`src/design/rbm_pkg.sv`:
```
// Shared types and constants for the RGB box mean filter.
// No dependencies; every design file but rbm_ram refers to it by scoped names.
`timescale 1ns / 1ps

package rbm_pkg;

  localparam int CH_W       = 8;
  localparam int FW_W       = 12;
  localparam int FH_W       = 13;
  localparam int CFG_DATA_W = 13;
  localparam int MAX_HEIGHT = 4096;

  localparam logic [FW_W-1:0] FRAME_WIDTH_RESET  = 12'd640;
  localparam logic [FH_W-1:0] FRAME_HEIGHT_RESET = 13'd480;

  typedef enum logic [0:0] {
    REG_FRAME_WIDTH  = 1'b0,
    REG_FRAME_HEIGHT = 1'b1
  } cfg_reg_t;

  typedef struct packed {
    logic            kind;
    logic [CH_W-1:0] red_in;
    logic [CH_W-1:0] green_in;
    logic [CH_W-1:0] blue_in;
  } pixel_t;

  typedef struct packed {
    logic [CH_W-1:0] red_out;
    logic [CH_W-1:0] green_out;
    logic [CH_W-1:0] blue_out;
    logic            frame_end;
  } result_t;

  // Per-beat decisions made by the position sequencer.
  typedef struct packed {
    logic write_en;   // position lies inside the frame
    logic first_row;  // input row 0: no earlier column sum
    logic early_row;  // input row below the window span: nothing leaves
    logic produce;    // this beat yields a result
    logic filter;     // result is a window mean, not a pass-through
    logic last;       // result is the final one of the frame
  } step_flags_t;

endpackage

```
`src/design/rbm_mean.sv`:
```
// Window sum to mean: division by the window area as a reciprocal multiply.
// Depends on rbm_pkg.
`timescale 1ns / 1ps

module rbm_mean #(
  parameter int RADIUS = 5
) (
  input  logic [$clog2((2*RADIUS+1)*(2*RADIUS+1)*255+1)-1:0] sum,
  output logic [rbm_pkg::CH_W-1:0]                           mean
);

  localparam int AREA = (2 * RADIUS + 1) * (2 * RADIUS + 1);
  localparam int K    = $clog2(AREA * AREA * 255) + 1;
  localparam int M    = ((1 << K) + AREA - 1) / AREA;
  localparam int PW   = K + rbm_pkg::CH_W;

  logic [PW-1:0] prod;

  // rounded-up reciprocal with 2^K above area * max sum: exact for all sums
  assign prod = PW'(sum) * PW'(M);
  assign mean = prod[PW-1:K];

endmodule

```
`config.mk`:
```
export PLATFORM = sky130hd
export DESIGN_NAME = rbm_mean
export DESIGN_NICKNAME = d
export VERILOG_FILES = /design/src/design/rbm_pkg.sv /design/src/design/rbm_mean.sv
export SDC_FILE = /design/constraint.sdc
export NUM_CORES = 1
export LEC_CHECK = 0
export ABC_CLOCK_PERIOD_IN_PS = 7700
export BUFFER_PORTS_ARGS = -buffer_cell sky130_fd_sc_hd__buf_2
export CAP_MARGIN = 20
export CORE_ASPECT_RATIO = 1.2
export CORE_MARGIN = 2
export CORE_UTILIZATION = 30
export DETAILED_ROUTE_END_ITERATION = 12
export PLACE_DENSITY = 0.49
export SYNTH_ARGS = -nofsm -noshare
export SYNTH_HDL_FRONTEND = slang
export SYNTH_SLANG_ARGS = --single-unit
export TNS_END_PERCENT = 100
```
`constraint.sdc`:
```
create_clock -name vclk -period 7.7
set_input_delay 1.54 -clock vclk [all_inputs]
set_output_delay 1.54 -clock vclk [all_outputs]
set_load 0.005 [all_outputs]
```
# [Yosys cells after proc, flatten, opt, wreduce, memory -nomap -nowiden]
# Cells that the tools add are included.
[word_totals] register_bits=0 in_bits=15 output_inout_bits=8 elab_cells=1
[op_classes] mul=1
[op_table] op="15-bit by 13-bit multiplier with 27-bit output, second input constant" count=1

# [Depth between registers and ports, before layout]
[depth] word_depth=1 mapped_depth=18

# [Least setup slack after synthesis]
# No wires, ideal clock.
[synth_timing] path_type="input to output" from="input port sum[11]" to="output port mean[3] (netlist bit)" t_arrival_ns=5.335 t_required_ns=6.160 setup_slack_ns=0.825 path_stages=16 path_cell_list="ha_1 > inv_1 > fa_1 > fa_1 > inv_1 > fa_1 > inv_1 > fa_1 > inv_1 > ha_1 > a21oi_1 > nor3_1 > o41ai_2 > nand3b_1 > a21oi_1 > xnor2_1"
[synth_between] elab_chain_cells=1
[synth_lines] item="from (decl)" line="rbm_mean.sv:8" rtl="input logic [$clog2((2*RADIUS+1)*(2*RADIUS+1)*255+1)-1:0] sum,"
[synth_lines] item="15-bit by 13-bit multiplier with 27-bit output" line="rbm_mean.sv:20" rtl="assign prod = PW'(sum) * PW'(M);"
[synth_lines] item="to (decl)" line="rbm_mean.sv:9" rtl="output logic [rbm_pkg::CH_W-1:0] mean"
# Every way passes these cells.

# [Worst setup path after layout]
[layout_timing] from="input port sum[11]" to="output port mean[6] (netlist bit)"
# Same word-level chain as after synthesis.

==> results.md <==
- Status: finished, final reports clean
- I/O Buffers: 23
- Global-route wire length before repair: around 12000 um
- Peak VDD IR: 0.219 mV
- Syn Area/Cell: around 8.9 um^2
- Worst Tran Pin Value: roughly 400 ps
- Drt first pass iters: 4
- Tightest Hold Check Type: primary input to output pin
- Row count: about 40
- Initial Util: 0.309
- WS Path Type: primary input to output pin
- Slowest cell on the critical path: fa_1
- Adder-Cell Fraction of Synth Area: 0.668
- Post-DP HPWL: around 6300 um
- Synth unique cells: 39
- CP arrival: roughly 5800 ps
- Pin count of the biggest net entering global routing: 7
- Diode count: 0
- Top Family by Delay on Critical Path: adder cells
- Cells after Synth: about 370
- Initial antenna violation count: 0
- DRC: 0
- Core area: approximately 0.011 mm^2
- WL/cell: 13.0 um
- Layout area overhead: 8.64%
- Largest family of logic cells by synthesized area: adder cells
- GR Overflow Total: 0
- Setup_tns: 0 ps
- Buf+Inv Stages, Crit Path: 6
- Die area: roughly 0.012 mm^2
- DIE WIDTH: between 90 and 100 um
- Final ANT Viol Nets: 0
- Yosys warnings: 0
- Synth Area in XOR/XNOR: 0.0216
- Number of global-route vias before repair: roughly 2600
- Max Transition Viols Final: 0
- Via count: between 2000 and 2500
- Die H: ~120 um
- Gr usage total: 0.127
- Worst endpoint required time: around 6200 ps
- Crit path time final: about 7400 ps
- Mux share of post-synthesis cell area: 0.00309
- Cell Chain, Critical Path: buf_2 > ha_1 > inv_1 > fa_1 > fa_1 > inv_1 > fa_1 > inv_1 > fa_1 > inv_1 > ha_1 > a21oi_1 > nor3_1 > o41ai_2 > nand3b_1 > a21oi_1 > xnor2_1 > buf_2
- Max-Cap Viols: 0
- FF+latch area: 0 um^2
- Slew margin rel.: 0.738
- Post-synthesis simple-gate area fraction: 0.0721
- Sequential share of the synthesized area: 0
- Final Cycle Share: 0.958
- Synthesized area: 0.00324 mm^2
- Complex-gate fraction of the synthesized area: 0.0652
- NumNets Final: between 500 and 600
- Hold Vio Cnt, Final: 0
- # setup viols final: 0
- Crit-path max FO: 5
- P_leak: ~2.0 nW
- WL final: roughly 6700 um
- Cell area after layout: ~0.0035 mm^2
- Max Clk Rate: about 0.14 GHz
- Vias per cell: 4.44
- Routability cong.: between 0.8 and 0.9
- Pwr per Cell Area: 285 mW/mm^2
- Number of buffers inserted by hold repair at cts: 0
- Commonest non-fill, non-tap cells in the layout: inv_1, ha_1, fa_1
- RSZ-0062 raised after global routing: false
- Setup crit start kind: primary input
- Synth Net Count: 520
- Initial DRC count: 50
- Commonest non-fill, non-tap cell in the layout: inv_1
- Sequential cells: 0
- Cell Area, Placed: 0.00352 mm^2
- I/O pin count: 23
- Critical path's largest stage delay: between 500 and 600 ps
- Critical path endpoint category: output pin
- Clock buffer count in the final layout: 0
- Share of post-route cells with drive strength above 1: 0.0797
[cell usage after synthesis, drive strengths merged (2+ instances only)]
cell / n / area (um^2)
nor2: 6 / 22.5
nor3: 4 / 25.0
xnor2: 5 / 43.8
o21ai: 4 / 23.8
nor4: 2 / 18.8
nand4: 3 / 25.0
fa: 57 / 1140
nand2: 9 / 33.8
a21oi: 15 / 75.1
inv: 147 / 552
nand3: 4 / 25.0
xor2: 3 / 26.3
nor2b: 4 / 25.0
nand3b: 2 / 15.0
and3: 2 / 12.5
ha: 82 / 1030
[per-layer routing]
| metal | GRT usage | part of all wire |
|---|---|---|
| met5 | 0 | 0 |
| met3 | 0.00178 | 0.013 |
| met1 | 0.157 | 0.44 |
| met4 | 0 | 0 |
| met2 | 0.257 | 0.55 |
[final timing paths]
kind | slack, ps | start | depth (start not counted) | endpoint
max | 320 | sum[11] | 18 | mean[6]
min | 3580 | sum[14] | 4 | mean[7]
[what timing repair did]
action / CTS / global route
buffers inserted: 0 / 0
endpoints found under the hold margin: 0 / 0
endpoints found under the setup margin: 0 / 1
resized for setup: 0 / 1
[report_power, final]
part	switching, mW	total [mW]	internal (mW)
Sequential	0	0	0
Combinational	0.578	1.01	0.428
Clock	0	0	0
Total	0.578	1.01	0.428
[layout make-up]
cell class         instances  area [um^2]
fillers                 1105         6990
repair buffers            23          115
inverters                147          552
well taps                129          161
multi-input cells        219         2700
[stage by stage]
stage	power, mW	std cells	worst slack (ps)	utilization	hold WS [ps]
finish	1.01	518	320	0.335	3580
global route	1.19	518	4.80	0.335	3600
CTS	1.03	518	287	0.335	3590
detailed placement	1.03	518	299	0.335	3580
global placement	1.02	518	302	0.335	3590
floorplan	0.760	366	825	-	3250
[kinds of logic (layout without fill, tap and decap cells)]
kind of cell,Yosys count,count (layout)
AOI/OAI and AO/OA,31,31
buffers and inverters,147,170
adders and majority gates,139,139
muxes,1,1
and+or+nand+nor,40,40
xor gates and xnor gates,8,8
No activity file was read; power rests on OpenSTA's default activity.
