$ cat src/design/rbm_pkg.sv
// Shared types and constants for the RGB box mean filter.
// No dependencies; every design file but rbm_ram refers to it by scoped names.
`timescale 1ns / 1ps

package rbm_pkg;

  localparam int CH_W       = 8;
  localparam int FW_W       = 12;
  localparam int FH_W       = 13;
  localparam int CFG_DATA_W = 13;
  localparam int MAX_HEIGHT = 4096;

  localparam logic [FW_W-1:0] FRAME_WIDTH_RESET  = 12'd640;
  localparam logic [FH_W-1:0] FRAME_HEIGHT_RESET = 13'd480;

  typedef enum logic [0:0] {
    REG_FRAME_WIDTH  = 1'b0,
    REG_FRAME_HEIGHT = 1'b1
  } cfg_reg_t;

  typedef struct packed {
    logic            kind;
    logic [CH_W-1:0] red_in;
    logic [CH_W-1:0] green_in;
    logic [CH_W-1:0] blue_in;
  } pixel_t;

  typedef struct packed {
    logic [CH_W-1:0] red_out;
    logic [CH_W-1:0] green_out;
    logic [CH_W-1:0] blue_out;
    logic            frame_end;
  } result_t;

  // Per-beat decisions made by the position sequencer.
  typedef struct packed {
    logic write_en;   // position lies inside the frame
    logic first_row;  // input row 0: no earlier column sum
    logic early_row;  // input row below the window span: nothing leaves
    logic produce;    // this beat yields a result
    logic filter;     // result is a window mean, not a pass-through
    logic last;       // result is the final one of the frame
  } step_flags_t;

endpackage

$ cat src/design/rbm_accum.sv
// Column sum update and running window sum over the last span of columns.
// Depends on rbm_pkg.
`timescale 1ns / 1ps

module rbm_accum #(
  parameter int RADIUS = 5
) (
  input  logic                                        clk,
  input  logic                                        rst,
  input  logic                                        shift,
  input  rbm_pkg::step_flags_t                        flags,
  input  logic [3*rbm_pkg::CH_W-1:0]                  pix,
  input  logic [3*rbm_pkg::CH_W-1:0]                  old_pix,
  input  logic [3*$clog2((2*RADIUS+1)*255+1)-1:0]     cs_mem,
  input  logic                                        fwd,
  input  logic [3*$clog2((2*RADIUS+1)*255+1)-1:0]     fwd_data,
  output logic [3*$clog2((2*RADIUS+1)*255+1)-1:0]     cs_new,
  output logic [3*$clog2((2*RADIUS+1)*(2*RADIUS+1)*255+1)-1:0] win_sum
);

  localparam int SPAN = 2 * RADIUS + 1;
  localparam int CS_W = $clog2(SPAN * 255 + 1);
  localparam int WS_W = $clog2(SPAN * SPAN * 255 + 1);
  localparam int CH_W = rbm_pkg::CH_W;

  logic [3*CS_W-1:0] taps [SPAN];
  logic [3*CS_W-1:0] cs_src;

  // a write still in flight to the same column wins over the RAM word
  assign cs_src = fwd ? fwd_data : cs_mem;

  for (genvar ch = 0; ch < 3; ch++) begin : g_ch
    logic [CS_W-1:0] prev;
    logic [CS_W-1:0] leaving;
    logic [WS_W-1:0] acc;
    assign prev    = flags.first_row ? '0 : cs_src[CS_W*ch +: CS_W];
    assign leaving = flags.early_row ? '0 : CS_W'(old_pix[CH_W*ch +: CH_W]);
    assign cs_new[CS_W*ch +: CS_W] = prev + CS_W'(pix[CH_W*ch +: CH_W]) - leaving;

    always_ff @(posedge clk) begin
      if (rst) begin
        acc <= '0;
      end else if (shift) begin
        acc <= acc + WS_W'(cs_new[CS_W*ch +: CS_W])
                   - WS_W'(taps[SPAN-1][CS_W*ch +: CS_W]);
      end
    end

    assign win_sum[WS_W*ch +: WS_W] = acc;
  end

  always_ff @(posedge clk) begin
    if (rst) begin
      for (int i = 0; i < SPAN; i++) begin
        taps[i] <= '0;
      end
    end else if (shift) begin
      taps[0] <= cs_new;
      for (int i = 1; i < SPAN; i++) begin
        taps[i] <= taps[i-1];
      end
    end
  end

endmodule

$ cat config.mk
export PLATFORM = sky130hd
export DESIGN_NAME = rbm_accum
export DESIGN_NICKNAME = d
export VERILOG_FILES = /design/src/design/rbm_pkg.sv /design/src/design/rbm_accum.sv
export SDC_FILE = /design/constraint.sdc
export NUM_CORES = 1
export LEC_CHECK = 0
export ABC_AREA = 1
export BUFFER_PORTS_ARGS = -buffer_cell sky130_fd_sc_hd__clkbuf_2
export CAP_MARGIN = 20
export CORE_UTILIZATION = 40
export CTS_CLUSTER_SIZE = 20
export DETAILED_ROUTE_END_ITERATION = 16
export PLACE_DENSITY = 0.56
export SETUP_SLACK_MARGIN = 0.15
export SLEW_MARGIN = 40
export SYNTH_ARGS = -nofsm -noshare
export SYNTH_HDL_FRONTEND = slang
export SYNTH_SLANG_ARGS = --single-unit
$ cat constraint.sdc
create_clock -name clk -period 11.5 [get_ports clk]
set_input_delay 2.3 -clock clk [delete_from_list [all_inputs] [get_ports clk]]
set_output_delay 2.3 -clock clk [all_outputs]
set_load 0.005 [all_outputs]
# [After elaboration in Yosys (flattened, before gate mapping)]
# Memories as Yosys holds them, arrays and structs flattened.
# Index checks and enable logic that the tools add are counted.
[word_totals] regBits=45 ram_bits=396 inputBits=130 output_inout_bits=81 memories=1
[mem_list] name="taps" depth=11 width=36 read_ports=11 rd_clocked_by_memory_dff=0 wr=11 line="rbm_accum.sv:26" text="logic [3*CS_W-1:0] taps [SPAN];"
[classes] addsub=12 n_mux=23 bitwise=11
[ops] cell="$mux W36" count=12
[ops] cell="$add A15 B12 Y15" count=3
[ops] cell="$sub A15 B12 Y15" count=3
[ops] cell="$add A12 B8 Y12" count=3
[ops] cell="$mux W12" count=3
[ops] cell="$sub A12 B8 Y12" count=3
[ops] cell="$mux W8" count=3
[ops] cell="$or A1 B1 Y1" count=11
[ops] cell="$mux W1" count=5

# [Depth between registers and ports, before layout]
[depth] depth_word=6 ltp_mapped=28 depth_no_buf=26

# [Worst setup path after synthesis]
# OpenSTA, ideal clock, no wires.
[synth_timing] path_type="input -> register" startpoint="input port rst" endpoint="memory taps[0][0] (netlist name) (enable)" setup_ns=0.748 t_arrival_ns=10.242 required_time_ns=10.752 slack_ns=0.511 cell_stages=3 n_path_buf=1 cell_sequence="buf_2 nor2_2 inv_1"
[synth_lines] item="start: declaration" line="rbm_accum.sv:9" text="input logic rst,"
[synth_lines] item="end: declaration" line="rbm_accum.sv:26"

# [Worst setup path after layout]
[layout_timing] startpoint="input port fwd" endpoint="output port cs_new[16]"
[layout_via] elab_chain_cells=4
[layout_lines] item="start: declaration" line="rbm_accum.sv:15" text="input logic fwd,"
[layout_lines] item="$mux W36" line="rbm_accum.sv:30" text="assign cs_src = fwd ? fwd_data : cs_mem;"
[layout_lines] item="$mux W12" line="rbm_accum.sv:36" text="assign prev = flags.first_row ? '0 : cs_src[CS_W*ch +: CS_W];"
[layout_lines] item="$add A12 B8 Y12" line="rbm_accum.sv:38" text="assign cs_new[CS_W*ch +: CS_W] = prev + CS_W'(pix[CH_W*ch +: CH_W]) - leaving;"
[layout_lines] item="$sub A12 B8 Y12" line="rbm_accum.sv:38"
[layout_lines] item="end: declaration" line="rbm_accum.sv:17" text="output logic [3*$clog2((2*RADIUS+1)*255+1)-1:0] cs_new,"
# No other way between the ends.

==> impl_metrics.json <==
{
  "io_buffers": 206,
  "via_to_cell_ratio": 4.450,
  "grt_usage": 0.1697,
  "setup_ws_ns": 3.365,
  "route.detailed.wl_per_inst_um": 13.70,
  "ctsHtreeMaxLevel": 2,
  "nNetsFinal": 3064,
  "dpl.hpwl_um": 34990,
  "num_antenna_cells": 0,
  "cts_num_sinks": 441,
  "min-delay-path-class": "flip-flop to flip-flop",
  "library_cell_used_as_clock_root_buffer": "sky130_fd_sc_hd__clkbuf_16",
  "grt_start_max_net_pins": 192,
  "top_level_port_count": 211,
  "synth.cell_area_um2": 23390,
  "path_class": "input port to primary output",
  "final-seq-area_um2": 12790,
  "critPathArrivalTime_ns": 5.84,
  "synth_simple_gate_area_share": 0.1884,
  "layout_min_cycle_time_ns": 8.135,
  "outcome": "finished, final reports clean",
  "post-route-period-util": 0.7074,
  "multi_input_comb_area_um2": 7443,
  "clk_transition_reported_paths_ns": 0.06,
  "instances_no_fill": 3594,
  "clock_insertion_delay_worst_skew_ns": 0.57,
  "rsz_0062_raised_after_global_routing": "no",
  "vias": 15990,
  "detail_route.first_pass.iterations": 5,
  "utilization": 0.4594,
  "synth_compound_gate_area_share": 0.02658,
  "totalPowerFinal_mw": 5.645,
  "final_max_slew_viol_count": 0,
  "netlist.area_leader.share": 0.5083,
  "synthMuxAreaShare": 0,
  "final_worst_clock_skew_ns": 0.01603,
  "routed_wirelength_um": 49250,
  "route.detailed.drc": 0,
  "combinational_family_with_the_most_area_after_synthesis": "simple AND/OR/NAND/NOR gates",
  "drive_above_1_share": 0.1068,
  "synth_adder_area_share": 0.09467,
  "place.gp.congestion": 0.8618,
  "max-vdd-ir-drop_mv": 0.1144,
  "timing.final.setup_violations": 0,
  "critPathMaxFanout": 37,
  "synth-warning-count": 0,
  "static_leakage_nw": 12.54,
  "maxCapViolations": 0,
  "syn_inst": 2593,
  "cts_resized": 0,
  "core_area_um2": 57700,
  "numCtsBuffers": 46,
  "die_width_um": 243.8,
  "area_growth_pct": 13.30,
  "max_freq_mhz": 122.9,
  "dr.first_iter.drc_count": 934,
  "synth.net_count": 2864,
  "required_ns": 9.20,
  "cts_hold_repair.buffers": 0,
  "worst_slack_at_placement_ns": 3.394,
  "netlist.top_cell.by_area": "sky130_fd_sc_hd__edfxtp_1",
  "powerDensity_nw_per_um2": 213.0,
  "ys_async_sr_fraction": 0,
  "synth-xor-area-share": 0.008184,
  "ctsLongestPathBuffers": 3,
  "row_count": 88,
  "grt_pass1_vias": 15850,
  "numPlacedInstances": 3509,
  "vert_die_dim_um": 243.8,
  "antenna_found_initial": 0,
  "post-synth-top-count-cell": "sky130_fd_sc_hd__inv_1",
  "slew_headroom": 0.4199,
  "setup_tns_ns": 0,
  "final.fill_count": 5731,
  "clock_tree_from_tritoncts": "built",
  "drtAntennaViolNets": 0,
  "die_area_um2": 59450,
  "synthDistinctLibCells": 34,
  "final_report_hold_violation_count": 0,
  "dominantRegCellSynth": "sky130_fd_sc_hd__edfxtp_1",
  "ys_top_cells_by_area": "sky130_fd_sc_hd__edfxtp_1 (51%), sky130_fd_sc_hd__inv_1 (11%), sky130_fd_sc_hd__nor2_1 (9.0%)",
  "worst_setup_path_start_kind": "input port",
  "grt_first_pass_wirelength_um": 80960,
  "synth_edf_count": 396,
  "max_slew.worst_pin.slew_ns": 0.8673,
  "avgSynthCellArea_um2": 9.021,
  "netlist_top_cells_count": "sky130_fd_sc_hd__inv_1 (703), sky130_fd_sc_hd__nor2_1 (559), sky130_fd_sc_hd__nand2_1 (406)",
  "synth_seq_area_share": 0.5469,
  "cts.repair_timing.setup_buffer_count": 0,
  "postSynthRegisterBits": 441,
  "floorplan.initialDensity": 0.4054,
  "grt-ovfl-total": 0,
  "setup.worst_path.end_class": "primary output"
}
flip-flops by register name (all words and copies together) (netlist names):
register	count
g_ch.acc	45
taps	396
per-layer routing:
layer / wire [um] / GRT usage
met2: 24130 / 0.2913
met1: 21790 / 0.2156
met3: 2072 / 0.03305
met4: 1264 / 0.05074
met5: 0 / 0
final cells by class:
class | instances | area share
Sequential cell | 441 | 0.4827
Multi-Input combinational cell | 1383 | 0.2808
Inverter | 705 | 0.1004
Clock buffer | 62 | 0.04721
Timing Repair Buffer | 216 | 0.04494
Tap cell | 765 | 0.03611
Clock inverter | 22 | 0.007836
placed cells by master (no fill, tap or decap), types with 11 or more instances in the layout:
| cell type | n |
|---|---|
| sky130_fd_sc_hd__a21oi_1 | 44 |
| sky130_fd_sc_hd__and2_1 | 11 |
| sky130_fd_sc_hd__clkbuf_1 | 12 |
| sky130_fd_sc_hd__clkbuf_16 | 46 |
| sky130_fd_sc_hd__clkbuf_2 | 206 |
| sky130_fd_sc_hd__clkinv_2 | 11 |
| sky130_fd_sc_hd__dfxtp_1 | 45 |
| sky130_fd_sc_hd__edfxtp_1 | 396 |
| sky130_fd_sc_hd__fa_1 | 60 |
| sky130_fd_sc_hd__ha_1 | 81 |
| sky130_fd_sc_hd__inv_1 | 702 |
| sky130_fd_sc_hd__nand2_1 | 406 |
| sky130_fd_sc_hd__nand3_1 | 79 |
| sky130_fd_sc_hd__nand3b_1 | 11 |
| sky130_fd_sc_hd__nand4_1 | 12 |
| sky130_fd_sc_hd__nor2_1 | 559 |
| sky130_fd_sc_hd__nor3_1 | 12 |
| sky130_fd_sc_hd__o21ai_0 | 60 |
| sky130_fd_sc_hd__xor2_1 | 18 |
kinds of logic (layout without fill, tap and decap cells):
| logic type | after synthesis | in the layout |
|---|---|---|
| AO/OA/AOI/OAI | 118 | 118 |
| XOR/XNOR | 21 | 21 |
| adder cells (fa/ha/maj) | 141 | 141 |
| buffers and inverters | 769 | 1005 |
| flip-flops | 441 | 441 |
| AND/OR/NAND/NOR | 1103 | 1103 |
per-stage QoR:
step / cell area [um2] / hold WS, ns
2_1_floorplan: 23390 / 0.4718
3_3_place_gp: 24960 / 0.4685
3_5_place_dp: 25020 / 0.4775
4_1_cts: 26480 / 0.4894
5_1_grt: 26500 / 0.5058
6_report: 26500 / 0.4851
worst max-delay path: stages:
cell	delay [ns]
sky130_fd_sc_hd__clkbuf_2	0.56
sky130_fd_sc_hd__inv_4	0.29
sky130_fd_sc_hd__o21ai_0	0.31
sky130_fd_sc_hd__ha_1	0.27
sky130_fd_sc_hd__inv_1	0.05
sky130_fd_sc_hd__ha_1	0.20
sky130_fd_sc_hd__inv_1	0.09
sky130_fd_sc_hd__fa_1	0.46
sky130_fd_sc_hd__inv_1	0.12
sky130_fd_sc_hd__nand3_1	0.08
sky130_fd_sc_hd__nand2_1	0.13
sky130_fd_sc_hd__xor2_1	0.70
sky130_fd_sc_hd__clkbuf_2	0.24
power breakdown:
part	total [mW]	leakage [nW]	switching (mW)	internal [mW]
combinational	2.20	7.07	1.43	0.770
sequential	2.00	4.75	0.0840	1.91
clock	1.45	0.720	0.616	0.834
worst paths after layout:
path	startpoint	to	slack (ns)	cells past startpoint
hold reg to reg	g_ch[0].acc[14]	g_ch[0].acc[14]	0.49	2
setup reg to reg	taps[5][1]	g_ch[0].acc[14]	9.18	12
hold / removal	g_ch[0].acc[14]	g_ch[0].acc[14]	0.49	2
setup / recovery	fwd	cs_new[16]	3.36	13
(Power assumes the default switching activity.)
