===== config.mk =====
export PLATFORM = sky130hd
export DESIGN_NAME = rbm_seq
export DESIGN_NICKNAME = d
export VERILOG_FILES = /design/src/design/rbm_pkg.sv /design/src/design/rbm_seq.sv
export SDC_FILE = /design/constraint.sdc
export NUM_CORES = 1
export LEC_CHECK = 0
export ABC_CLOCK_PERIOD_IN_PS = 8000
export BUFFER_PORTS_ARGS = -buffer_cell sky130_fd_sc_hd__buf_2
export CAP_MARGIN = 20
export CORE_MARGIN = 2
export CORE_UTILIZATION = 50
export CTS_CLUSTER_SIZE = 25
export DETAILED_ROUTE_END_ITERATION = 16
export PLACE_DENSITY = 0.79
export SETUP_SLACK_MARGIN = 0.02
export SLEW_MARGIN = 25
export SYNTH_ARGS = -nofsm -noshare
export SYNTH_HDL_FRONTEND = slang
export SYNTH_SLANG_ARGS = --single-unit

===== constraint.sdc =====
create_clock -name clk -period 8 [get_ports clk]
set_input_delay 0.8 -clock clk [delete_from_list [all_inputs] [get_ports clk]]
set_output_delay 0.8 -clock clk [all_outputs]
set_load 0.01 [all_outputs]

===== src/design/rbm_pkg.sv =====
// Shared types and constants for the RGB box mean filter.
// No dependencies; every design file but rbm_ram refers to it by scoped names.
`timescale 1ns / 1ps

package rbm_pkg;

  localparam int CH_W       = 8;
  localparam int FW_W       = 12;
  localparam int FH_W       = 13;
  localparam int CFG_DATA_W = 13;
  localparam int MAX_HEIGHT = 4096;

  localparam logic [FW_W-1:0] FRAME_WIDTH_RESET  = 12'd640;
  localparam logic [FH_W-1:0] FRAME_HEIGHT_RESET = 13'd480;

  typedef enum logic [0:0] {
    REG_FRAME_WIDTH  = 1'b0,
    REG_FRAME_HEIGHT = 1'b1
  } cfg_reg_t;

  typedef struct packed {
    logic            kind;
    logic [CH_W-1:0] red_in;
    logic [CH_W-1:0] green_in;
    logic [CH_W-1:0] blue_in;
  } pixel_t;

  typedef struct packed {
    logic [CH_W-1:0] red_out;
    logic [CH_W-1:0] green_out;
    logic [CH_W-1:0] blue_out;
    logic            frame_end;
  } result_t;

  // Per-beat decisions made by the position sequencer.
  typedef struct packed {
    logic write_en;   // position lies inside the frame
    logic first_row;  // input row 0: no earlier column sum
    logic early_row;  // input row below the window span: nothing leaves
    logic produce;    // this beat yields a result
    logic filter;     // result is a window mean, not a pass-through
    logic last;       // result is the final one of the frame
  } step_flags_t;

endpackage


===== src/design/rbm_seq.sv =====
// Position sequencer: frame size registers, input and output raster counters.
// Depends on rbm_pkg.
`timescale 1ns / 1ps

module rbm_seq #(
  parameter int RADIUS    = 5,
  parameter int MAX_WIDTH = 2048
) (
  input  logic                             clk,
  input  logic                             rst,
  input  logic                             cfg_we,
  input  rbm_pkg::cfg_reg_t                cfg_index,
  input  logic [rbm_pkg::CFG_DATA_W-1:0]   cfg_data,
  input  logic                             step,
  output logic [$clog2(MAX_WIDTH)-1:0]     col,
  output logic [$clog2(2*RADIUS+1)-1:0]    slot,
  output logic [$clog2(MAX_WIDTH)-1:0]     ocol,
  output logic [$clog2(2*RADIUS+1)-1:0]    oslot,
  output rbm_pkg::step_flags_t             flags
);

  localparam int SPAN   = 2 * RADIUS + 1;
  localparam int COL_W  = $clog2(MAX_WIDTH);
  localparam int EW     = $clog2(MAX_WIDTH + 1);
  localparam int SLOT_W = $clog2(SPAN);
  localparam int ROW_W  = rbm_pkg::FH_W + 1;
  localparam int LAG_W  = $clog2(RADIUS * MAX_WIDTH + RADIUS + 1);

  function automatic logic [EW-1:0] clamp_w(input logic [rbm_pkg::FW_W-1:0] v);
    logic [EW-1:0] r;
    if (v == '0) begin
      r = EW'(1);
    end else if (int'(v) > MAX_WIDTH) begin
      r = EW'(MAX_WIDTH);
    end else begin
      r = EW'(v);
    end
    return r;
  endfunction

  function automatic logic [rbm_pkg::FH_W-1:0] clamp_h(input logic [rbm_pkg::FH_W-1:0] v);
    logic [rbm_pkg::FH_W-1:0] r;
    if (v == '0) begin
      r = rbm_pkg::FH_W'(1);
    end else if (int'(v) > rbm_pkg::MAX_HEIGHT) begin
      r = rbm_pkg::FH_W'(rbm_pkg::MAX_HEIGHT);
    end else begin
      r = v;
    end
    return r;
  endfunction

  logic [EW-1:0]            eff_w;
  logic [rbm_pkg::FH_W-1:0] eff_h;
  logic [ROW_W-1:0]         row;
  logic [LAG_W-1:0]         lead;
  logic [rbm_pkg::FH_W-1:0] orow;
  logic [LAG_W-1:0]         lag;
  logic                     col_end;
  logic                     ocol_end;

  assign lag      = LAG_W'(RADIUS) * LAG_W'(eff_w) + LAG_W'(RADIUS);
  assign col_end  = (EW'(col) + EW'(1)) == eff_w;
  assign ocol_end = (EW'(ocol) + EW'(1)) == eff_w;

  always_comb begin
    flags.write_en  = row < ROW_W'(eff_h);
    flags.first_row = row == '0;
    flags.early_row = row < ROW_W'(SPAN);
    flags.produce   = lead == lag;
    flags.filter    = (orow >= rbm_pkg::FH_W'(RADIUS)) && (ocol >= COL_W'(RADIUS))
                      && ((eff_w - EW'(ocol)) > EW'(RADIUS))
                      && ((eff_h - orow) > rbm_pkg::FH_W'(RADIUS));
    flags.last      = (orow == eff_h - rbm_pkg::FH_W'(1)) && ocol_end;
  end

  always_ff @(posedge clk) begin
    if (rst) begin
      eff_w <= clamp_w(rbm_pkg::FRAME_WIDTH_RESET);
      eff_h <= clamp_h(rbm_pkg::FRAME_HEIGHT_RESET);
      row   <= '0;
      col   <= '0;
      slot  <= '0;
      lead  <= '0;
      orow  <= '0;
      ocol  <= '0;
      oslot <= '0;
    end else if (cfg_we) begin
      unique case (cfg_index)
        rbm_pkg::REG_FRAME_WIDTH:  eff_w <= clamp_w(cfg_data[rbm_pkg::FW_W-1:0]);
        rbm_pkg::REG_FRAME_HEIGHT: eff_h <= clamp_h(cfg_data[rbm_pkg::FH_W-1:0]);
      endcase
      row   <= '0;
      col   <= '0;
      slot  <= '0;
      lead  <= '0;
      orow  <= '0;
      ocol  <= '0;
      oslot <= '0;
    end else if (step) begin
      if (flags.produce && flags.last) begin
        row   <= '0;
        col   <= '0;
        slot  <= '0;
        lead  <= '0;
        orow  <= '0;
        ocol  <= '0;
        oslot <= '0;
      end else begin
        if (col_end) begin
          col  <= '0;
          row  <= row + ROW_W'(1);
          slot <= (slot == SLOT_W'(SPAN - 1)) ? '0 : slot + SLOT_W'(1);
        end else begin
          col <= col + COL_W'(1);
        end
        if (!flags.produce) begin
          lead <= lead + LAG_W'(1);
        end else if (ocol_end) begin
          ocol  <= '0;
          orow  <= orow + rbm_pkg::FH_W'(1);
          oslot <= (oslot == SLOT_W'(SPAN - 1)) ? '0 : oslot + SLOT_W'(1);
        end else begin
          ocol <= ocol + COL_W'(1);
        end
      end
    end
  end

endmodule


# ---- Word-level counts from Yosys, hierarchy flattened
# Cells that the tools add are included.
dict set report op_classes {
  bitwise_logic 1
  muxes 23
  n_eq_ne 7
  order_cmp 8
  add_sub_neg 13
  n_reduce_logical 18
  mul 1
}
# operator n
set ops {}
lappend ops {{$mux W13} 5}
lappend ops {{$mux W14} 4}
lappend ops {{$mux W11} 5}
lappend ops {{$add A14 B1 Y14 const B} 2}
lappend ops {{$mux W4} 7}
lappend ops {{$add A11 B1 Y12 const B} 2}
lappend ops {{$eq A12 B12 Y1} 2}
lappend ops {{$mux W12} 2}
lappend ops {{$add A11 B1 Y11 const B} 2}
lappend ops {{$add A14 B3 Y14 const B} 1}
lappend ops {{$eq A14 B14 Y1} 1}
lappend ops {{$logic_not A14 Y1} 1}
lappend ops {{$lt A14 B13 Y1} 1}
lappend ops {{$lt A14 B4 Y1 const B} 1}
lappend ops {{$mul A3 B12 Y14 const A} 1}
lappend ops {{$add A13 B1 Y13 const B} 1}
lappend ops {{$eq A13 B13 Y1} 1}
lappend ops {{$ge A13 B3 Y1 const B} 1}
lappend ops {{$gt A13 B13 Y1 const B} 1}
lappend ops {{$gt A13 B3 Y1 const B} 1}
lappend ops {{$logic_not A13 Y1} 1}
lappend ops {{$sub A13 B1 Y13 const B} 1}
lappend ops {{$sub A13 B13 Y13} 1}
lappend ops {{$gt A12 B12 Y1 const B} 1}
lappend ops {{other kinds (13)} 25}
dict set report totals {
  elab_cells 80
  in_bits 18
  output_inout_bits 36
  reg_bits 96
}

# ---- Longest topological paths before layout
# Gate-level depths: netlist of the first run.
dict set report depth {
  ltp_word 6
  mapped_depth 14
  depth_no_buf 13
}

# ---- Worst setup path before layout of the first run
# No wires, ideal clock.
dict set report synth_path {
  path_type {register to output}
  startpoint {reg eff_w[0]}
  endpoint {out flags[1] in the netlist's numbering}
  path_stages_with_launch 13
  slack_ns 4.240
  t_arrival_ns 2.960
  path_buffers 0
  cell_sequence {dfxtp_1 -> inv_1 -> ha_1 -> fa_1 -> nor2b_1 -> o21ai_0 -> a21boi_0 -> nor3_1 -> o21bai_1 -> a21oi_1 -> mux2i_1 -> or4b_2 -> o311a_1}
}
# element line_no
set synth_rtl {}
lappend synth_rtl {{from (decl)} rbm_seq.sv:53} ;# logic [EW-1:0] eff_w;
lappend synth_rtl {{from (signal assigned)} rbm_seq.sv:79} ;# eff_w <= clamp_w(rbm_pkg::FRAME_WIDTH_RESET);
lappend synth_rtl {{from (signal assigned)} rbm_seq.sv:90} ;# rbm_pkg::REG_FRAME_WIDTH: eff_w <= clamp_w(cfg_data[rbm_pkg::FW_W-1:0]);
lappend synth_rtl {{to (decl)} rbm_seq.sv:19} ;# output rbm_pkg::step_flags_t flags

==> results of run 1 <==
[cell usage after synthesis, drive strengths merged, types with 13 or more instances]
cell	n	area, µm²
o21ai	58	290
xnor2	46	403
nor2	102	412
nand2	82	315
a21oi	74	374
ha	80	1000
nor4	21	146
nor3	32	160
and3	26	168
xor2	30	263
nand4	37	246
a22oi	15	113
dfxtp	96	1920
o31ai	15	126
nand3	60	318
buf	17	109
nand2b	13	81.3
clkbuf	30	113
inv	59	221
[worst reg2reg max path: cells and delay by family (launching register included)]
family / cells / cell delay [ns]
adder cells (fa/ha/maj): 3 / 1.04
AND/OR/NAND/NOR: 5 / 1.95
AO/OA/AOI/OAI: 4 / 0.89
flip-flops: 1 / 0.60
[cell usage in the layout (no fill, tap or decap), types with 5 or more instances in the layout]
cell type	netlist	layout
sky130_fd_sc_hd__inv_1	58	58
sky130_fd_sc_hd__a221o_1	5	5
sky130_fd_sc_hd__a21o_1	9	9
sky130_fd_sc_hd__a211oi_1	9	9
sky130_fd_sc_hd__mux2i_1	12	12
sky130_fd_sc_hd__nor3_1	32	32
sky130_fd_sc_hd__nand2_1	81	81
sky130_fd_sc_hd__dfxtp_1	96	96
sky130_fd_sc_hd__nand4_1	36	36
sky130_fd_sc_hd__o22ai_1	10	10
sky130_fd_sc_hd__or4_1	11	11
sky130_fd_sc_hd__nand3_1	58	58
sky130_fd_sc_hd__and2_1	5	5
sky130_fd_sc_hd__buf_2	9	53
sky130_fd_sc_hd__o31ai_1	14	14
sky130_fd_sc_hd__and3_1	25	25
sky130_fd_sc_hd__xnor2_1	46	46
sky130_fd_sc_hd__a31oi_1	12	12
sky130_fd_sc_hd__o21ai_0	58	58
sky130_fd_sc_hd__o211ai_1	6	6
sky130_fd_sc_hd__nor2b_1	11	11
sky130_fd_sc_hd__and4_1	5	5
sky130_fd_sc_hd__clkbuf_16	0	9
sky130_fd_sc_hd__xor2_1	30	30
sky130_fd_sc_hd__ha_1	80	80
sky130_fd_sc_hd__or3_1	12	12
sky130_fd_sc_hd__or2_2	5	5
sky130_fd_sc_hd__a22oi_1	15	15
sky130_fd_sc_hd__nor3b_1	7	7
sky130_fd_sc_hd__nor2_1	98	97
sky130_fd_sc_hd__a21oi_1	73	73
sky130_fd_sc_hd__nand2b_1	13	13
sky130_fd_sc_hd__o21a_1	11	11
sky130_fd_sc_hd__nor4_1	20	20
[cell type report]
cell class	instances	area share, %
multi-input combinational	884	66.5
sequential	96	21.3
timing repair buffer	55	3.11
tap	220	3.05
clock buffer	12	2.73
inverter	59	2.45
clock inverter	4	0.859
[flip-flops by register name, indices dropped and copies added, names as in the netlist]
register	cells
col	11
eff_h	13
eff_w	12
lead	14
ocol	11
orow	13
oslot	4
row	14
slot	4
[metrics by stage]
| stage | hold WS, ns | std cells | instance area [µm²] | utilization, % | worst slack, ns |
|---|---|---|---|---|---|
| finish | 0.524 | 1330 | 9030 | 54.8 | 3.02 |
| floorplan | 0.441 | 1086 | 8370 | - | 4.24 |
| CTS | 0.514 | 1330 | 9030 | 54.8 | 3.03 |
| detailed placement | 0.504 | 1314 | 8700 | 52.8 | 3.42 |
| global placement | 0.497 | 1314 | 8700 | 52.8 | 3.46 |
| global route | 0.557 | 1330 | 9030 | 54.8 | 2.76 |
[report_power, final]
part | internal [W] | switching, W | total, W
logic | 0.0000707 | 0.000103 | 0.000174
clock network | 0.000284 | 0.000193 | 0.000477
registers | 0.000484 | 0.0000166 | 0.000500
[per-layer routing]
layer	vias to the layer above	GRT usage, %	routed length (µm)
li1	4042	-	-
met1	3955	36.2	10600
met2	394	44.8	11200
met3	45	5.44	2060
met4	0	9.57	627
met5	-	0	0
[cell families after synthesis]
kind of cell             after synthesis  share of synthesized area (%)
flip-flops                            96                           23.0
XOR/XNOR                              78                           8.50
buffers and inverters                106                           5.29
multiplexers                          15                           1.84
adder cells (fa/ha/maj)               83                           12.6
AO/OA/AOI/OAI                        267                           20.9
AND/OR/NAND/NOR                      441                           28.0
[path summary, 6_finish.rpt]
check                           startpoint  depth (start not counted)       end  slack [ns]
worst max-delay path              eff_w[6]                         11  flags[2]        3.02
worst min-delay path               lead[5]                          2   lead[5]        0.52
worst max register to register   eff_w[10]                         12    col[9]        3.37
worst min register to register     lead[5]                          2   lead[5]        0.52
==> out/qor.csv, run 1 <==
metric,value,unit
worst-path-max-fanout,9,
synth.avg_cell_area,7.70,µm²
final_antenna_net_count,0,
postSynthRegisterBits,96,
vias_per_cell,6.34,
layout-drive-gt1-share,9.01,%
core.rowCount,47,
crit_chain,"ha_1, ha_1, ha_1, nand3_1, nand3_1, o21ai_0, mux2_2, mux2i_1, nand4_1, inv_2, buf_2",
cts-htree-levels,3,
grt_start_max_net_pins,36,
tritoncts.num_buffers,9,
min-delay-path-class,flip-flop to flip-flop,
vias,8436,
first_global_vias,7727,
cts_root_buffer,sky130_fd_sc_hd__clkbuf_16,
report.final.slew_viol_count,0,
fill_cell_instance_count_of_the_final_layout,1568,
postSynthNetCount,1186,
synthToLayoutAreaGrowth,7.90,%
report.final.hold_viol_count,0,
report.power.total,0.00115,W
drt_pass1_iterations,5,
antennaDiodeCount,0,
static_power_due_to_leakage,3.53,nW
max_cap_violations,0,
max-clock-path-buffers,2,
clk_pin_slew,0.07,ns
globalRouteOverflowTotal,0,
post_cts_resize_count,0,
dominant_cell_type_by_count_on_the_critical_path,sky130_fd_sc_hd__ha_1,
max_slew_margin,29.0,%
core_outline_area,16500,µm²
detail_route.wl_per_cell,18.4,µm
sequential_cell_area,1920,µm²
max_slew.worst_pin.slew,1.06,ns
placement.io_buffers,53,
post_synth_inst_count,1086,
endpoint_kind,primary output,
multi_input_comb_area,6000,µm²
final_period_minus_worst_setup_slack,4.98,ns
fmaxAchievable,0.201,GHz
postRouteWirelength,24500,µm
setup.worst_path.start_class,flip-flop,
worstSkewPairLatency,0.36,ns
finalCritPeriodShare,62.2,%
fin_setup_tns,0,ns
cts_hold_buf,0,
cts.sink_count,96,
status,"complete, no violations",
grt_antenna_before_repair,0,
criticalPathCategory,flip-flop to primary output,
cp_num_buf_inv,2,
worst_ir_drop_vdd,0.000125,V
crit_slowest_cell,sky130_fd_sc_hd__dfxtp_1,
synth.yosys.warnings,0,
floorplan.initialDensity,50.8,%
grt_setup_unrepaired,false,
synthDistinctLibCells,85,
fp.dieArea,17800,µm²
ys_dominant_reg_cell,sky130_fd_sc_hd__dfxtp_1,
slowest_delay,0.58,ns
cts_setup_buffers,0,
mappedNetlistArea,8370,µm²
synth-edff-count,0,
dp_hpwl,18400,µm
cts_tree,yes,
synth-async-reset-ratio,0,%
timing.critical_path.max_delay_family,adder cells,
layout.nets,1205,
critical_path_required,7.20,ns
drt-initial-drc-count,899,
drc_errors,0,
grt.total_usage,27.4,%
die_width,133,µm
setup-violations-final,0,
globalplace.congestion,0.999,
powerDensity,128,nW/µm²
floorplan.die.height,133,µm
worst_ep_arrival_time,4.18,ns
synth_seq_area_share,23.0,%
grt_pass1_wl,39400,µm
boundaryPins,54,
timing.clock.skew,0.0113,ns
(Power assumes the default switching activity.)
==> inputs of run 2 (changes only) <==
- ABC_AREA: not set -> 1
- ABC_CLOCK_PERIOD_IN_PS: 8000 -> 4340
- PLACE_DENSITY: 0.79 -> 0.81
- clock period: 8 -> 4.34 ns (I/O delays scaled with it)
==> out/qor.csv, run 2 <==
metric,value,unit
top_library_cells_by_usage_in_the_layout_fill_and_taps_aside,"sky130_fd_sc_hd__nand2_1 (414), sky130_fd_sc_hd__nor2_1 (236), sky130_fd_sc_hd__inv_1 (196)",
grt_antenna_before_repair,0,
post_synth_inst_count,1573,
worst_ir_drop_vdd,0.000186,V
synthMostInstantiatedCell,sky130_fd_sc_hd__nand2_1,
whs_path_depth,3,
cts_tree,yes,
postSynthNetCount,1673,
worst_ep_arrival_time,3.41,ns
grt_setup_unrepaired,false,
timing.critical_path.max_delay_family,simple AND/OR/NAND/NOR gates,
placed_cells_incl_taps,1842,
final_period_minus_worst_setup_slack,3.84,ns
grt_pass1_wl,45800,µm
cts.sink_count,96,
criticalPathCategory,flip-flop to primary output,
floorplan.die.height,142,µm
dp_hpwl,22900,µm
final_antenna_net_count,0,
core_outline_area,18700,µm²
switching_fraction,28.8,%
max-clock-path-buffers,2,
tritoncts.num_buffers,9,
intPower,0.00154,W
report.final.slew_viol_count,0,
fin_setup_tns,0,ns
synth.avg_cell_area,6.06,µm²
power.sequential.fraction,42.3,%
postSynthRegisterBits,96,
layout-drive-gt1-share,8.13,%
max_slew_margin,54.6,%
combinationalPowerShare,17.2,%
setup-violations-final,0,
cts_root_buffer,sky130_fd_sc_hd__clkbuf_16,
globalplace.congestion,1.02,
min-delay-path-class,input pin to flip-flop,
synth_seq_area_share,20.2,%
fp.dieArea,20200,µm²
max_slew.worst_pin.slew,0.680,ns
final_core_util,55.3,%
slowest_delay,0.52,ns
layout.nets,1719,
synthToLayoutAreaGrowth,8.53,%
setup.worst_path.start_class,flip-flop,
cp_num_buf_inv,2,
timing.clock.skew,0.00937,ns
critical_path_depth,13,
detail_route.wl_per_cell,15.4,µm
synth_area_leaders,"sky130_fd_sc_hd__dfxtp_1 (20%), sky130_fd_sc_hd__nand2_1 (16%), sky130_fd_sc_hd__ha_1 (11%)",
synth_top_area_share,20.2,%
cts-htree-levels,3,
fill_cell_instance_count_of_the_final_layout,1852,
clk_pin_slew,0.07,ns
yosysTopAreaCell,sky130_fd_sc_hd__dfxtp_1,
critical_path_required,3.91,ns
layout_commonest_cell,sky130_fd_sc_hd__nand2_1,
boundaryPins,54,
floorplan.initialDensity,50.9,%
endpoint_kind,primary output,
biggestRegsByFlops,"lead (14), row (14)",
finalCritPeriodShare,88.6,%
first_global_vias,9151,
count_of_non_filler_cells_in_the_finished_layout,1857,
p_clk_share,40.5,%
die_width,142,µm
drc_errors,0,
drt_pass1_iterations,5,
placement.io_buffers,53,
cts_setup_buffers,0,
grt.total_usage,28.5,%
fmaxAchievable,0.260,GHz
powerDensity,209,nW/µm²
worstSkewPairLatency,0.35,ns
static_power_due_to_leakage,5.01,nW
status,"complete, no violations",
net_load_switching_power,0.000622,W
synth_top_cells_by_count,"sky130_fd_sc_hd__nand2_1 (414), sky130_fd_sc_hd__nor2_1 (237), sky130_fd_sc_hd__inv_1 (196), sky130_fd_sc_hd__nand3_1 (130), sky130_fd_sc_hd__a21oi_1 (98)",
report.final.hold_viol_count,0,
drt-initial-drc-count,820,
ys_dominant_reg_cell,sky130_fd_sc_hd__dfxtp_1,
synth-edff-count,0,
antennaDiodeCount,0,
globalRouteOverflowTotal,0,
synthDistinctLibCells,51,
crit_slowest_cell,sky130_fd_sc_hd__dfxtp_1,
post_cts_resize_count,0,
max_cap_violations,0,
synth-async-reset-ratio,0,%
synth.yosys.warnings,0,
mappedNetlistArea,9530,µm²
cts_hold_buf,0,
worst-path-max-fanout,8,
crit_chain,"ha_1, ha_1, ha_1, nand2_1, inv_1, a21oi_1, nand3b_1, nand2_1, nand2_1, nor2_1, nand4_1, nor2_4, buf_2",
grt_start_max_net_pins,44,
postRouteWirelength,28600,µm
vias,10300,
vias_per_cell,5.55,
reg2reg_depth,16,
core.rowCount,50,
==> run 2: per-stage QoR <==
| step | worst slack (ns) | cell area, µm² | total power (W) | hold WS, ns |
|---|---|---|---|---|
| after global routing | 0.268 | 10300 | 0.00226 | 0.372 |
| final | 0.495 | 10300 | 0.00216 | 0.348 |
| after CTS | 0.540 | 10300 | 0.00216 | 0.343 |
| after floorplan | 1.36 | 9530 | 0.00120 | 0.470 |
| after detailed placement | 0.697 | 10000 | 0.00130 | 0.501 |
| after global placement | 0.718 | 10000 | 0.00129 | 0.493 |
==> run 2: worst reg2reg max path, stage by stage (launching register included) <==
cell	delay [ns]
sky130_fd_sc_hd__dfxtp_1	0.52
sky130_fd_sc_hd__ha_1	0.29
sky130_fd_sc_hd__ha_1	0.29
sky130_fd_sc_hd__ha_1	0.38
sky130_fd_sc_hd__nand2_1	0.16
sky130_fd_sc_hd__inv_1	0.06
sky130_fd_sc_hd__a21oi_1	0.22
sky130_fd_sc_hd__nand3b_1	0.11
sky130_fd_sc_hd__nand2_1	0.15
sky130_fd_sc_hd__nand2_1	0.08
sky130_fd_sc_hd__nor2_1	0.13
sky130_fd_sc_hd__nand4_1	0.21
sky130_fd_sc_hd__nor3_1	0.43
sky130_fd_sc_hd__a21oi_1	0.28
sky130_fd_sc_hd__buf_4	0.23
sky130_fd_sc_hd__nand2_1	0.06
sky130_fd_sc_hd__a21oi_1	0.04
==> run 2: path summary, 6_finish.rpt <==
check	from	to	slack (ns)
max reg2reg	eff_w[5]	lead[5]	0.58
min reg2reg	row[0]	row[0]	0.51
min	cfg_data[9]	eff_w[9]	0.35
max	eff_w[5]	flags[2]	0.50
==> run 2: area by class of cell <==
| class | instances | area [µm²] | area share (%) |
|---|---|---|---|
| tap | 234 | 293 | 2.83 |
| clock inverter | 5 | 81.3 | 0.786 |
| multi-input combinational | 1242 | 6690 | 64.6 |
| timing repair buffer | 63 | 340 | 3.29 |
| inverter | 207 | 782 | 7.56 |
| clock buffer | 10 | 239 | 2.31 |
| sequential | 96 | 1920 | 18.6 |
==> run 2: kinds of logic (layout without fill, tap and decap cells) <==
family	Yosys count	count (layout)	synth area share, %
fa+ha+maj	82	82	10.9
simple gates	918	918	42.4
buf+inv	235	285	9.70
compound gates	164	164	9.32
flops	96	96	20.2
xor+xnor	78	78	7.47
==> run 2: power by group through the flow <==
stage               logic [W]  clock network, W  registers, W
floorplan            0.000272                 0      0.000926
global placement     0.000359                 0      0.000933
detailed placement   0.000366                 0      0.000933
CTS                  0.000367          0.000882      0.000913
global route         0.000420          0.000923      0.000915
finish               0.000372          0.000875      0.000914
==> run 2: metal layers <==
layer  routed length, µm  vias up  GRT usage, %
met2               12300      417          44.1
met1               12600     4634          38.0
met3                2630       74          6.97
met4                1150        0          11.4
li1                    -     5190             -
met5                   0        -             0
==> inputs of run 3 (changes only) <==
- CORE_UTILIZATION: 50 -> 40
- PLACE_DENSITY: 0.81 -> 0.69
==> out/qor.csv, run 3 (synthesis results as in run 2) <==
metric,value,unit
cts_root_buffer,sky130_fd_sc_hd__clkbuf_16,
finalCritPeriodShare,87.8,%
post_cts_resize_count,0,
postRouteWirelength,28900,µm
max_slew_margin,53.4,%
first_global_vias,9284,
ff2ff_setup_slack,0.53,ns
die_width,158,µm
setup.worst_path.start_class,flip-flop,
switching_fraction,30.7,%
layout-drive-gt1-share,8.02,%
endpoint_kind,flip-flop,
cp_num_buf_inv,0,
crit_chain,"ha_1, ha_1, ha_1, or2_2, nand2_1, nor2_1, nor2_1, nand3_1, nor2_1, nand4_1, nor3_1, nand2_1, nand2_1, a21oi_1",
grt_start_max_net_pins,44,
placement.io_buffers,53,
top_library_cells_by_usage_in_the_layout_fill_and_taps_aside,"sky130_fd_sc_hd__nand2_1 (414), sky130_fd_sc_hd__nor2_1 (236), sky130_fd_sc_hd__inv_1 (196)",
core_outline_area,23400,µm²
final_period_minus_worst_setup_slack,3.81,ns
clk_pin_slew,0.07,ns
intPower,0.00147,W
critical_path_required,4.58,ns
power.sequential.fraction,43.1,%
worst-path-max-fanout,8,
biggestRegsByFlops,"lead (14), row (14)",
setup-violations-final,0,
timing.clock.skew,0.0104,ns
hold_end,eff_w[9],
whs_path_depth,3,
floorplan.initialDensity,40.7,%
globalRouteOverflowTotal,0,
net_load_switching_power,0.000650,W
floorplan.die.height,158,µm
vias_per_cell,5.23,
detail_route.wl_per_cell,14.9,µm
slowest_delay,0.56,ns
globalplace.congestion,0.997,
cts_setup_buffers,0,
grt.total_usage,23.5,%
combinationalPowerShare,17.3,%
r2r_end,oslot[0],
fill_cell_instance_count_of_the_final_layout,2533,
powerDensity,204,nW/µm²
synthToLayoutAreaGrowth,9.22,%
r2r_start,eff_w[4],
max_slew.worst_pin.slew,0.699,ns
final_antenna_net_count,0,
cts_hold_buf,0,
status,"complete, no violations",
grt_antenna_before_repair,0,
fin_setup_tns,0,ns
min-delay-path-class,input pin to flip-flop,
cts-htree-levels,3,
crit_slowest_cell,sky130_fd_sc_hd__nor3_1,
timing.critical_path.max_delay_family,simple AND/OR/NAND/NOR gates,
core.rowCount,56,
worst_ep_arrival_time,4.05,ns
cts_tree,yes,
worst_ir_drop_vdd,0.000174,V
cts.sink_count,96,
antennaDiodeCount,0,
p_clk_share,39.5,%
reg2reg_depth,14,
drt-initial-drc-count,913,
criticalPathCategory,flip-flop to flip-flop,
max-clock-path-buffers,2,
layout_commonest_cell,sky130_fd_sc_hd__nand2_1,
drc_errors,0,
fp.dieArea,25100,µm²
dp_hpwl,22900,µm
tritoncts.num_buffers,9,
min-delay-start,cfg_data[9],
report.final.hold_viol_count,0,
drt_pass1_iterations,7,
grt_pass1_wl,46600,µm
layout.nets,1717,
fmaxAchievable,0.263,GHz
worst_setup_slack_post_dpl,0.616,ns
max_cap_violations,0,
grt_setup_unrepaired,false,
report.final.slew_viol_count,0,
boundaryPins,54,
vias,10200,
worst_setup_margin,0.530,ns
worstSkewPairLatency,0.36,ns
static_power_due_to_leakage,4.99,nW
-- run 3: cell type report --
class                      count  area [µm²]  area share, %
sequential                    96        1920           18.5
multi-input combinational   1242        6690           64.2
clock inverter                 6        68.8          0.661
clock buffer                   9         225           2.16
timing repair buffer          61         325           3.13
inverter                     207         782           7.51
tap                          319         399           3.84
-- run 3: through the flow --
| step | area (µm²) | power (W) | utilization, % | hold slack, ns | std cells |
|---|---|---|---|---|---|
| detailed placement | 10100 | 0.00130 | 43.2 | 0.497 | 1925 |
| global placement | 10100 | 0.00129 | 43.2 | 0.487 | 1925 |
| floorplan | 9530 | 0.00120 | - | 0.470 | 1573 |
| global route | 10400 | 0.00222 | 44.5 | 0.355 | 1940 |
| finish | 10400 | 0.00212 | 44.5 | 0.339 | 1940 |
| CTS | 10400 | 0.00213 | 44.5 | 0.332 | 1940 |
-- run 3: power by group through the flow --
stage | Combinational (W) | Sequential (W) | Clock [W]
6_report | 0.000367 | 0.000914 | 0.000838
5_1_grt | 0.000418 | 0.000914 | 0.000888
2_1_floorplan | 0.000272 | 0.000926 | 0
3_5_place_dp | 0.000363 | 0.000933 | 0
4_1_cts | 0.000365 | 0.000913 | 0.000853
3_3_place_gp | 0.000358 | 0.000933 | 0
-- run 3: layer usage --
metal | global-route usage [%] | vias up | share of wire (%)
li1 | - | 5171 | -
met1 | 32.0 | 4583 | 46
met2 | 37.7 | 356 | 43
met3 | 4.74 | 41 | 8.1
met4 | 6.44 | 0 | 2.3
met5 | 0 | - | 0
-- run 3: worst reg2reg max path: cells and delay by family, from the launching register on --
kind / cells / cell delay (ns)
adder cells (fa/ha/maj): 3 / 0.97
AND/OR/NAND/NOR: 10 / 2.09
flip-flops: 1 / 0.52
AO/OA/AOI/OAI: 1 / 0.10
-- run 3: worst max path at each step --
stage          endpoint  cells past startpoint     start  slack (ns)
2_1_floorplan  lead[13]                     16  eff_w[4]        1.36
3_3_place_gp   oslot[0]                     13  eff_w[5]        0.60
3_5_place_dp    orow[1]                     13  eff_w[5]        0.62
4_1_cts         orow[1]                     14  eff_w[4]        0.60
5_1_grt        oslot[2]                     18  eff_w[4]        0.19
6_report       oslot[0]                     14  eff_w[4]        0.53
